<file path="src/rtl/scc_pkg.sv">
// Shared types and constants for the substring containment check.
package scc_pkg;

  localparam int MAX_LEN_DEF = 64;
  localparam int QDEPTH      = 4;
  localparam int QPTR_W      = $clog2(QDEPTH);

  typedef enum logic {
    OP_FIRST  = 1'b0,
    OP_SECOND = 1'b1
  } op_t;

  typedef struct packed {
    op_t        op;
    logic [7:0] ch;
    logic       last;
  } cmd_t;

  typedef enum logic [2:0] {
    ST_LOAD,
    ST_SETUP,
    ST_READ,
    ST_CMP,
    ST_DONE
  } st_t;

endpackage

</file>
<file path="src/rtl/substring_containment_check.sv">
// Substring containment check: top level joining front end, queue and back end.
// Path: a plain character passes the front hold register and a queue entry before it is
//   written to its word buffer; a pair end passes ST_SETUP, then N character compares, where
//   N is at most (Lbig-Lsmall+1)*Lsmall, each through ST_READ and ST_CMP because each word
//   buffer has a single registered read port, and the result is registered from ST_DONE.
// Throughput: one character per cycle while loading; the search stalls intake.
// Reset: synchronous, active high; clears lengths, flags, queue and result valid.
module substring_containment_check import scc_pkg::*; #(
  parameter int MAX_LEN = MAX_LEN_DEF
) (
  input  logic       clk,
  input  logic       rst,
  input  logic       s_tvalid,
  output logic       s_tready,
  input  logic [7:0] s_tdata,   // [7:0] ch
  input  logic       s_tuser,   // [0] kind: 0 first word, 1 second word
  input  logic       s_tlast,   // pair_end
  output logic       m_tvalid,
  input  logic       m_tready,
  output logic [7:0] m_tdata    // [0] contains, [1] overflow, [7:2] zero
);

  logic push;
  logic push_ready;
  cmd_t push_data;
  logic q_valid;
  logic q_pop;
  cmd_t q_data;

  // Register and classify each incoming transfer.
  scc_front u_front (
    .clk        (clk),
    .rst        (rst),
    .s_tvalid   (s_tvalid),
    .s_tready   (s_tready),
    .s_tdata    (s_tdata),
    .s_tuser    (s_tuser),
    .s_tlast    (s_tlast),
    .push       (push),
    .push_ready (push_ready),
    .push_data  (push_data)
  );

  // Hold commands while the back end is busy searching.
  scc_queue u_queue (
    .clk        (clk),
    .rst        (rst),
    .push       (push),
    .push_ready (push_ready),
    .push_data  (push_data),
    .q_valid    (q_valid),
    .q_pop      (q_pop),
    .q_data     (q_data)
  );

  // Store characters, walk every alignment on pair end, present the result.
  scc_back #(
    .MAX_LEN (MAX_LEN)
  ) u_back (
    .clk      (clk),
    .rst      (rst),
    .q_valid  (q_valid),
    .q_data   (q_data),
    .q_pop    (q_pop),
    .m_tvalid (m_tvalid),
    .m_tready (m_tready),
    .m_tdata  (m_tdata)
  );

endmodule

</file>
<file path="src/rtl/scc_front.sv">
// Input stage: register one transfer and classify it into a command.
module scc_front import scc_pkg::*; (
  input  logic       clk,
  input  logic       rst,
  input  logic       s_tvalid,
  output logic       s_tready,
  input  logic [7:0] s_tdata,
  input  logic       s_tuser,
  input  logic       s_tlast,
  output logic       push,
  input  logic       push_ready,
  output cmd_t       push_data
);

  logic hold_valid;
  cmd_t hold;

  assign s_tready  = !hold_valid || push_ready;
  assign push      = hold_valid && push_ready;
  assign push_data = hold;

  always_ff @(posedge clk) begin
    if (rst) begin
      hold_valid <= 1'b0;
    end else if (s_tready) begin
      hold_valid <= s_tvalid;
    end
  end

  always_ff @(posedge clk) begin
    if (s_tready && s_tvalid) begin
      hold.op   <= s_tuser ? OP_SECOND : OP_FIRST;
      hold.ch   <= s_tdata;
      hold.last <= s_tlast;
    end
  end

endmodule

</file>
<file path="src/rtl/scc_queue.sv">
// Short command queue between the front and back ends.
module scc_queue import scc_pkg::*; (
  input  logic clk,
  input  logic rst,
  input  logic push,
  output logic push_ready,
  input  cmd_t push_data,
  output logic q_valid,
  input  logic q_pop,
  output cmd_t q_data
);

  cmd_t              mem [QDEPTH];
  logic [QPTR_W-1:0] wr_ptr;
  logic [QPTR_W-1:0] rd_ptr;
  logic [QPTR_W:0]   count;

  assign push_ready = count != (QPTR_W+1)'(QDEPTH);
  assign q_valid    = count != '0;
  assign q_data     = mem[rd_ptr];

  always_ff @(posedge clk) begin
    if (push) begin
      mem[wr_ptr] <= push_data;
    end
  end

  always_ff @(posedge clk) begin
    if (rst) begin
      wr_ptr <= '0;
      rd_ptr <= '0;
      count  <= '0;
    end else begin
      if (push) begin
        wr_ptr <= wr_ptr + 1'b1;
      end
      if (q_pop) begin
        rd_ptr <= rd_ptr + 1'b1;
      end
      case ({push, q_pop})
        2'b10:   count <= count + 1'b1;
        2'b01:   count <= count - 1'b1;
        default: count <= count;
      endcase
    end
  end

endmodule

</file>
<file path="src/rtl/scc_back.sv">
// Back end: word buffers, alignment search and result register.
module scc_back import scc_pkg::*; #(
  parameter int MAX_LEN = MAX_LEN_DEF
) (
  input  logic       clk,
  input  logic       rst,
  input  logic       q_valid,
  input  cmd_t       q_data,
  output logic       q_pop,
  output logic       m_tvalid,
  input  logic       m_tready,
  output logic [7:0] m_tdata
);

  localparam int LEN_W = $clog2(MAX_LEN + 1);
  localparam int IDX_W = $clog2(MAX_LEN);

  st_t st, st_next;

  logic [7:0]       first_mem  [MAX_LEN];
  logic [7:0]       second_mem [MAX_LEN];
  logic [7:0]       first_rd;
  logic [7:0]       second_rd;
  logic [LEN_W-1:0] first_len;
  logic [LEN_W-1:0] second_len;
  logic             exceeded;
  logic             swap;
  logic             swap_c;
  logic [LEN_W-1:0] big_len;
  logic [LEN_W-1:0] small_len;
  logic [LEN_W-1:0] small_c;
  logic [LEN_W-1:0] pos;
  logic [LEN_W-1:0] k;
  logic [LEN_W-1:0] big_idx;
  logic [IDX_W-1:0] first_addr;
  logic [IDX_W-1:0] second_addr;
  logic             hit;
  logic             match;
  logic             k_last;
  logic             pos_last;
  logic             wr_first;
  logic             wr_second;
  logic             full_first;
  logic             full_second;
  logic             done_go;
  logic             out_valid;
  logic             out_contains;
  logic             out_overflow;

  assign swap_c   = second_len > first_len;
  assign small_c  = swap_c ? first_len : second_len;
  assign big_idx  = pos + k;
  assign match    = first_rd == second_rd;
  assign k_last   = LEN_W'(k + 1'b1) == small_len;
  assign pos_last = ((LEN_W+1)'(pos) + (LEN_W+1)'(small_len) + 1'b1) > (LEN_W+1)'(big_len);

  assign first_addr  = swap ? k[IDX_W-1:0] : big_idx[IDX_W-1:0];
  assign second_addr = swap ? big_idx[IDX_W-1:0] : k[IDX_W-1:0];

  assign full_first  = first_len == LEN_W'(MAX_LEN);
  assign full_second = second_len == LEN_W'(MAX_LEN);

  assign m_tvalid = out_valid;
  assign m_tdata  = {6'b0, out_overflow, out_contains};

  // next state
  always_comb begin
    st_next = st;
    case (st)
      ST_LOAD: begin
        if (q_valid && q_data.last) st_next = ST_SETUP;
      end
      ST_SETUP: begin
        st_next = (small_c == '0) ? ST_DONE : ST_READ;
      end
      ST_READ: st_next = ST_CMP;
      ST_CMP: begin
        if (match && k_last) st_next = ST_DONE;
        else if (!match && pos_last) st_next = ST_DONE;
        else st_next = ST_READ;
      end
      ST_DONE: begin
        if (done_go) st_next = ST_LOAD;
      end
      default: st_next = ST_LOAD;
    endcase
  end

  // outputs
  always_comb begin
    q_pop     = (st == ST_LOAD) && q_valid;
    wr_first  = q_pop && (q_data.op == OP_FIRST) && !full_first;
    wr_second = q_pop && (q_data.op == OP_SECOND) && !full_second;
    done_go   = (st == ST_DONE) && (!out_valid || m_tready);
  end

  always_ff @(posedge clk) begin
    if (wr_first) begin
      first_mem[first_len[IDX_W-1:0]] <= q_data.ch;
    end
    first_rd <= first_mem[first_addr];
  end

  always_ff @(posedge clk) begin
    if (wr_second) begin
      second_mem[second_len[IDX_W-1:0]] <= q_data.ch;
    end
    second_rd <= second_mem[second_addr];
  end

  always_ff @(posedge clk) begin
    if (rst) begin
      st         <= ST_LOAD;
      first_len  <= '0;
      second_len <= '0;
      exceeded   <= 1'b0;
      out_valid  <= 1'b0;
    end else begin
      st <= st_next;
      if (wr_first) first_len <= first_len + 1'b1;
      if (wr_second) second_len <= second_len + 1'b1;
      if (q_pop && !wr_first && !wr_second) exceeded <= 1'b1;
      if (done_go) begin
        first_len  <= '0;
        second_len <= '0;
        exceeded   <= 1'b0;
        out_valid  <= 1'b1;
      end else if (m_tready) begin
        out_valid <= 1'b0;
      end
    end
  end

  // search datapath
  always_ff @(posedge clk) begin
    case (st)
      ST_SETUP: begin
        swap      <= swap_c;
        big_len   <= swap_c ? second_len : first_len;
        small_len <= small_c;
        pos       <= '0;
        k         <= '0;
        hit       <= small_c == '0;
      end
      ST_CMP: begin
        if (match) begin
          k   <= k + 1'b1;
          hit <= k_last;
        end else begin
          pos <= pos + 1'b1;
          k   <= '0;
          hit <= 1'b0;
        end
      end
      default: ;
    endcase
    if (done_go) begin
      out_contains <= hit;
      out_overflow <= exceeded;
    end
  end

endmodule

</file>
<file path="config.mk">
export PLATFORM = sky130hd
export DESIGN_NAME = substring_containment_check
export DESIGN_NICKNAME = d
export VERILOG_FILES = /design/src/rtl/scc_pkg.sv /design/src/rtl/substring_containment_check.sv /design/src/rtl/scc_front.sv /design/src/rtl/scc_queue.sv /design/src/rtl/scc_back.sv
export SDC_FILE = /design/constraint.sdc
export NUM_CORES = 2
export LEC_CHECK = 0
export BUFFER_PORTS_ARGS = -buffer_cell sky130_fd_sc_hd__buf_2
export CORE_MARGIN = 2
export CORE_UTILIZATION = 25
export CTS_BUF_LIST = sky130_fd_sc_hd__clkbuf_4 sky130_fd_sc_hd__clkbuf_8
export CTS_CLUSTER_SIZE = 16
export DETAILED_ROUTE_END_ITERATION = 6
export PLACE_DENSITY = 0.4
export SYNTH_ARGS = -nofsm -noshare
export SYNTH_HDL_FRONTEND = slang
export SYNTH_SLANG_ARGS = --single-unit
</file>
<file path="constraint.sdc">
create_clock -name clk -period 2.92 [get_ports clk]
set_input_delay 0.876 -clock clk [delete_from_list [all_inputs] [get_ports clk]]
set_output_delay 0.876 -clock clk [all_outputs]
set_load 0.05 [all_outputs]
</file>
==> summary.md <==
| Metric | Value |
|---|---|
| Arrival time worst endpoint | `about 3.8 ns` |
| Layout Nets | `around 2800` |
| Clk slew on worst S/H paths | `0.07 ns` |
| Number of distinct library cells after synthesis | `~60` |
| Vias in the first global route | `roughly 25000` |
| Worst Path Required | `3.70 ns` |
| Yosys top cell area share | `between 70% and 80%` |
| Reg2reg end | `u_back.second_rd[6]` |
| DR vias | `roughly 23000` |
| FF-to-FF path depth | `11` |
| Worst hold path stage count | `1` |
| Reg power frac | `roughly two fifths` |
| Synth-to-layout area growth | `23.3%` |
| Cell taking the most area after synthesis | `edfxtp_1` |
| Comb pwr share | `32.3%` |
| Avg WL per Cell | `roughly 23 um` |
| Final Setup Violations | `14` |
| Max-slew headroom | `about 38%` |
| Setup crit end kind | `flop` |
| Finished Layout Cells | `between 5000 and 6000` |
| Die Width | `roughly 430 um` |
| DRC errors left | `0` |
| Drt total wl | `123 mm` |
| Worst Skew | `0.0570 ns` |
| Worst path max stage delay | `around 0.5 ns` |
| DP Wirelength | `roughly 75 mm` |
| NetSw | `about 16000 uW` |
| Min-delay src | `s_tdata[0]` |
| Commonest non-fill, non-tap cell in the layout | `edfxtp_1` |
| Synth area leaders | `edfxtp_1, mux4_2, mux2i_1` |
| DRT iter0 DRCs | `around 1900` |
| Fmax | `between 0.3 and 0.4 GHz` |
| Final setup TNS | `-0.664 ns` |
| Asr flop ratio synth | `0%` |
| Final Critical Period | `between 3 and 4 ns` |
| Worst Hold End | `u_front.push_data[1]` |
| Clk sinks | `1151` |
| Port-buffer cells | `17` |
| CTS Buf Count | `190` |
| Final worst path period share | `103%` |
| Crit-path slowest cell | `fa_2` |
| Initial antenna violation count | `1` |
| Clock power share | `28.1%` |
| R2R setup slack | `-0.09 ns` |
| Crit path max fanout | `14` |
| DRT Pass-1 Iters | `5` |
| Die height | `about 430 um` |
| Final worst slack | `-0.0850 ns` |
| YS warnings | `0` |
| Final hold viol count | `0` |
| RePlAce Congestion | `roughly 0.8` |
| Top_reg_cell synth | `edfxtp_1` |
| Antenna Nets Post-Route | `0` |
| Initial Utilization | `between 20% and 30%` |
| VDD IR max | `approximately 0.49 mV` |
| Avg Cell Area, Syn | `~20 um^2` |
| Drt via density | `approximately 4.3` |
| Max Slew Vio Count | `0` |
| H-tree depth | `4` |
| CTS max path bufs | `3` |
| Clock latency on the worst-skew pair | `about 0.92 ns` |
| Failing checks | `setup timing` |
| CTS tree | `done` |
| PD cells | `908 nW/um^2` |
| HP Class | `input pin to flop` |
| Most frequent cells in the layout | `edfxtp_1, buf_4, mux4_2` |
| Root buffer selected by CTS | `clkbuf_8` |
| Ratio of cells with drive above 1 in the final layout | `36.5%` |
| DIE AREA | `189000 um^2` |
| Critical Path Source Type | `flop` |
| Placed insts | `approximately 5000` |
| Post-Syn Area | `46400 um^2` |
| Largest net degree at the start of global routing | `approximately 130` |
| CP cell instances | `ha_2 > fa_2 > mux2i_4 > buf_12 > buf_12 > buf_4 > mux4_2 > mux2i_2 > mux2i_2 > mux2i_1 > mux2i_1` |
| Synthesized instance count | `around 2300` |
| # Max-Cap Violations | `0` |
| Remaining global-route overflow | `0` |
| Overall Global Routing Usage | `between 10% and 20%` |
| Sequential area share after synthesis | `~74%` |
| Int Power | `roughly 36000 uW` |
| First-pass GRT wire length | `between 150 and 200 mm` |
| # IOs | `24` |
| Crit Path Category | `flop to flop` |
| Worst Max-Slew Pin Slew | `just over 0.9 ns` |
| Yosys reg bits | `roughly 1200` |
| Status | `finished with violations` |
| Sw Ratio | `a little under a third` |
| LEAKAGE | `between 0.015 and 0.02 uW` |
| Post-synth EDFFs | `about 1100` |
| RSZ-0062 raised after global routing | `true` |
| Std-Cell Rows | `around 160` |
| Core area | `about 180000 um^2` |
| Worst R2R Start | `u_back.pos[0]` |
[power by group through the flow]
stage	registers [uW]	clock network [uW]	logic, uW
floorplan	20800	0	8620
global placement	20900	0	15100
detailed placement	20900	0	15200
CTS	20600	15100	16200
global route	20600	15800	17900
finish	20600	14600	16800
[worst max-delay path, delay by kind of cell, from the launching register on]
family | cells | cell delay, ns
mux | 6 | 1.10
buf+inv | 3 | 0.54
fa+ha+maj | 2 | 0.72
flops | 1 | 0.45
[timing repair]
item | 4_1_cts | 5_1_grt
hold buffers | 1 | 0
setup endpoints to repair | 18 | 19
buffers inserted | 4 | 18
cloned | 5 | 13
gates resized for setup | 80 | 55
hold endpoints to repair | 1 | 0
pin swaps | 13 | 7
[synthesized netlist by cell type, types with 26 or more instances]
| cell | number |
|---|---|
| buf_2 | 37 |
| mux4_2 | 266 |
| edfxtp_1 | 1106 |
| xnor2_1 | 31 |
| inv_1 | 33 |
| dfxtp_1 | 45 |
| nand2_1 | 40 |
| ha_1 | 37 |
| nand3_1 | 26 |
| nor2_1 | 189 |
| mux2i_1 | 254 |
| buf_4 | 54 |
[sequential cells by signal, indices dropped and copies added, names as in the netlist, 2 cells and up, named ones only]
signal / flops
u_back.first_len: 7
u_back.st: 3
u_queue.wr_ptr: 2
u_back.big_len: 7
u_front.push_data: 10
u_back.first_mem: 512
u_queue.count: 3
u_queue.mem: 40
u_back.second_len: 7
u_back.first_rd: 8
u_back.pos: 7
u_back.k: 7
u_back.second_mem: 512
u_queue.rd_ptr: 2
u_back.second_rd: 8
u_back.small_len: 7
[worst max path at each step]
| stage | start | end | slack, ns | depth (start not counted) |
|---|---|---|---|---|
| 2_1_floorplan | u_back.pos[0] | u_back.st[1] | 0.08 | 16 |
| 6_report | u_back.pos[0] | u_back.second_rd[6] | -0.09 | 11 |
| 5_1_grt | u_back.pos[0] | u_back.st[1] | -0.21 | 16 |
| 3_3_place_gp | u_back.pos[0] | u_back.first_rd[1] | -0.41 | 11 |
| 3_5_place_dp | u_back.pos[0] | u_back.first_rd[1] | -0.46 | 11 |
| 4_1_cts | u_back.pos[0] | u_back.first_rd[3] | -0.05 | 11 |
[per-stage QoR]
stage	setup slack [ns]	hold WS (ns)	cell area (um^2)	total power [uW]	utilization [%]
after CTS	-0.0524	0.00114	56500	51900	30.6
after global routing	-0.214	0.0574	57200	54300	30.9
after global placement	-0.405	0.431	52000	36000	28.2
after floorplan	0.0791	0.400	46400	29400	-
after detailed placement	-0.459	0.416	52000	36100	28.2
final	-0.0850	0.152	57200	51900	30.9
[layer usage]
metal / vias to the layer above / wire length [um] / GRT usage [%] / part of all wire (%)
met2: 426 / 59400 / 20.6 / 48
met3: 177 / 4360 / 2.27 / 3.5
met1: 12400 / 56600 / 17.3 / 46
met5: - / 0 / 0 / 0
li1: 10300 / - / - / -
met4: 0 / 2480 / 3.83 / 2.0
[logic make-up (layout without fill, tap and decap cells)]
group	after synthesis	in the layout	synth area share, %
DFF	1151	1151	73.6
muxes	527	527	18.6
and+or+nand+nor	318	318	3.10
buffers and inverters	154	767	1.80
AOI/OAI and AO/OA	63	63	0.869
xor gates and xnor gates	48	48	0.963
adders and majority gates	40	40	1.13
other	1	7	0.00809
[area by class of cell]
cell class	instances	area, um^2
Inverter	36	135
Fill cell	17900	128000
Tap cell	2480	3100
Sequential cell	1151	34100
Timing Repair Buffer	379	3900
Antenna cell	1	2.50
Multi-Input combinational cell	1002	12000
Clock buffer	245	3070
Clock inverter	107	852
No activity file was read; power rests on OpenSTA's default activity.
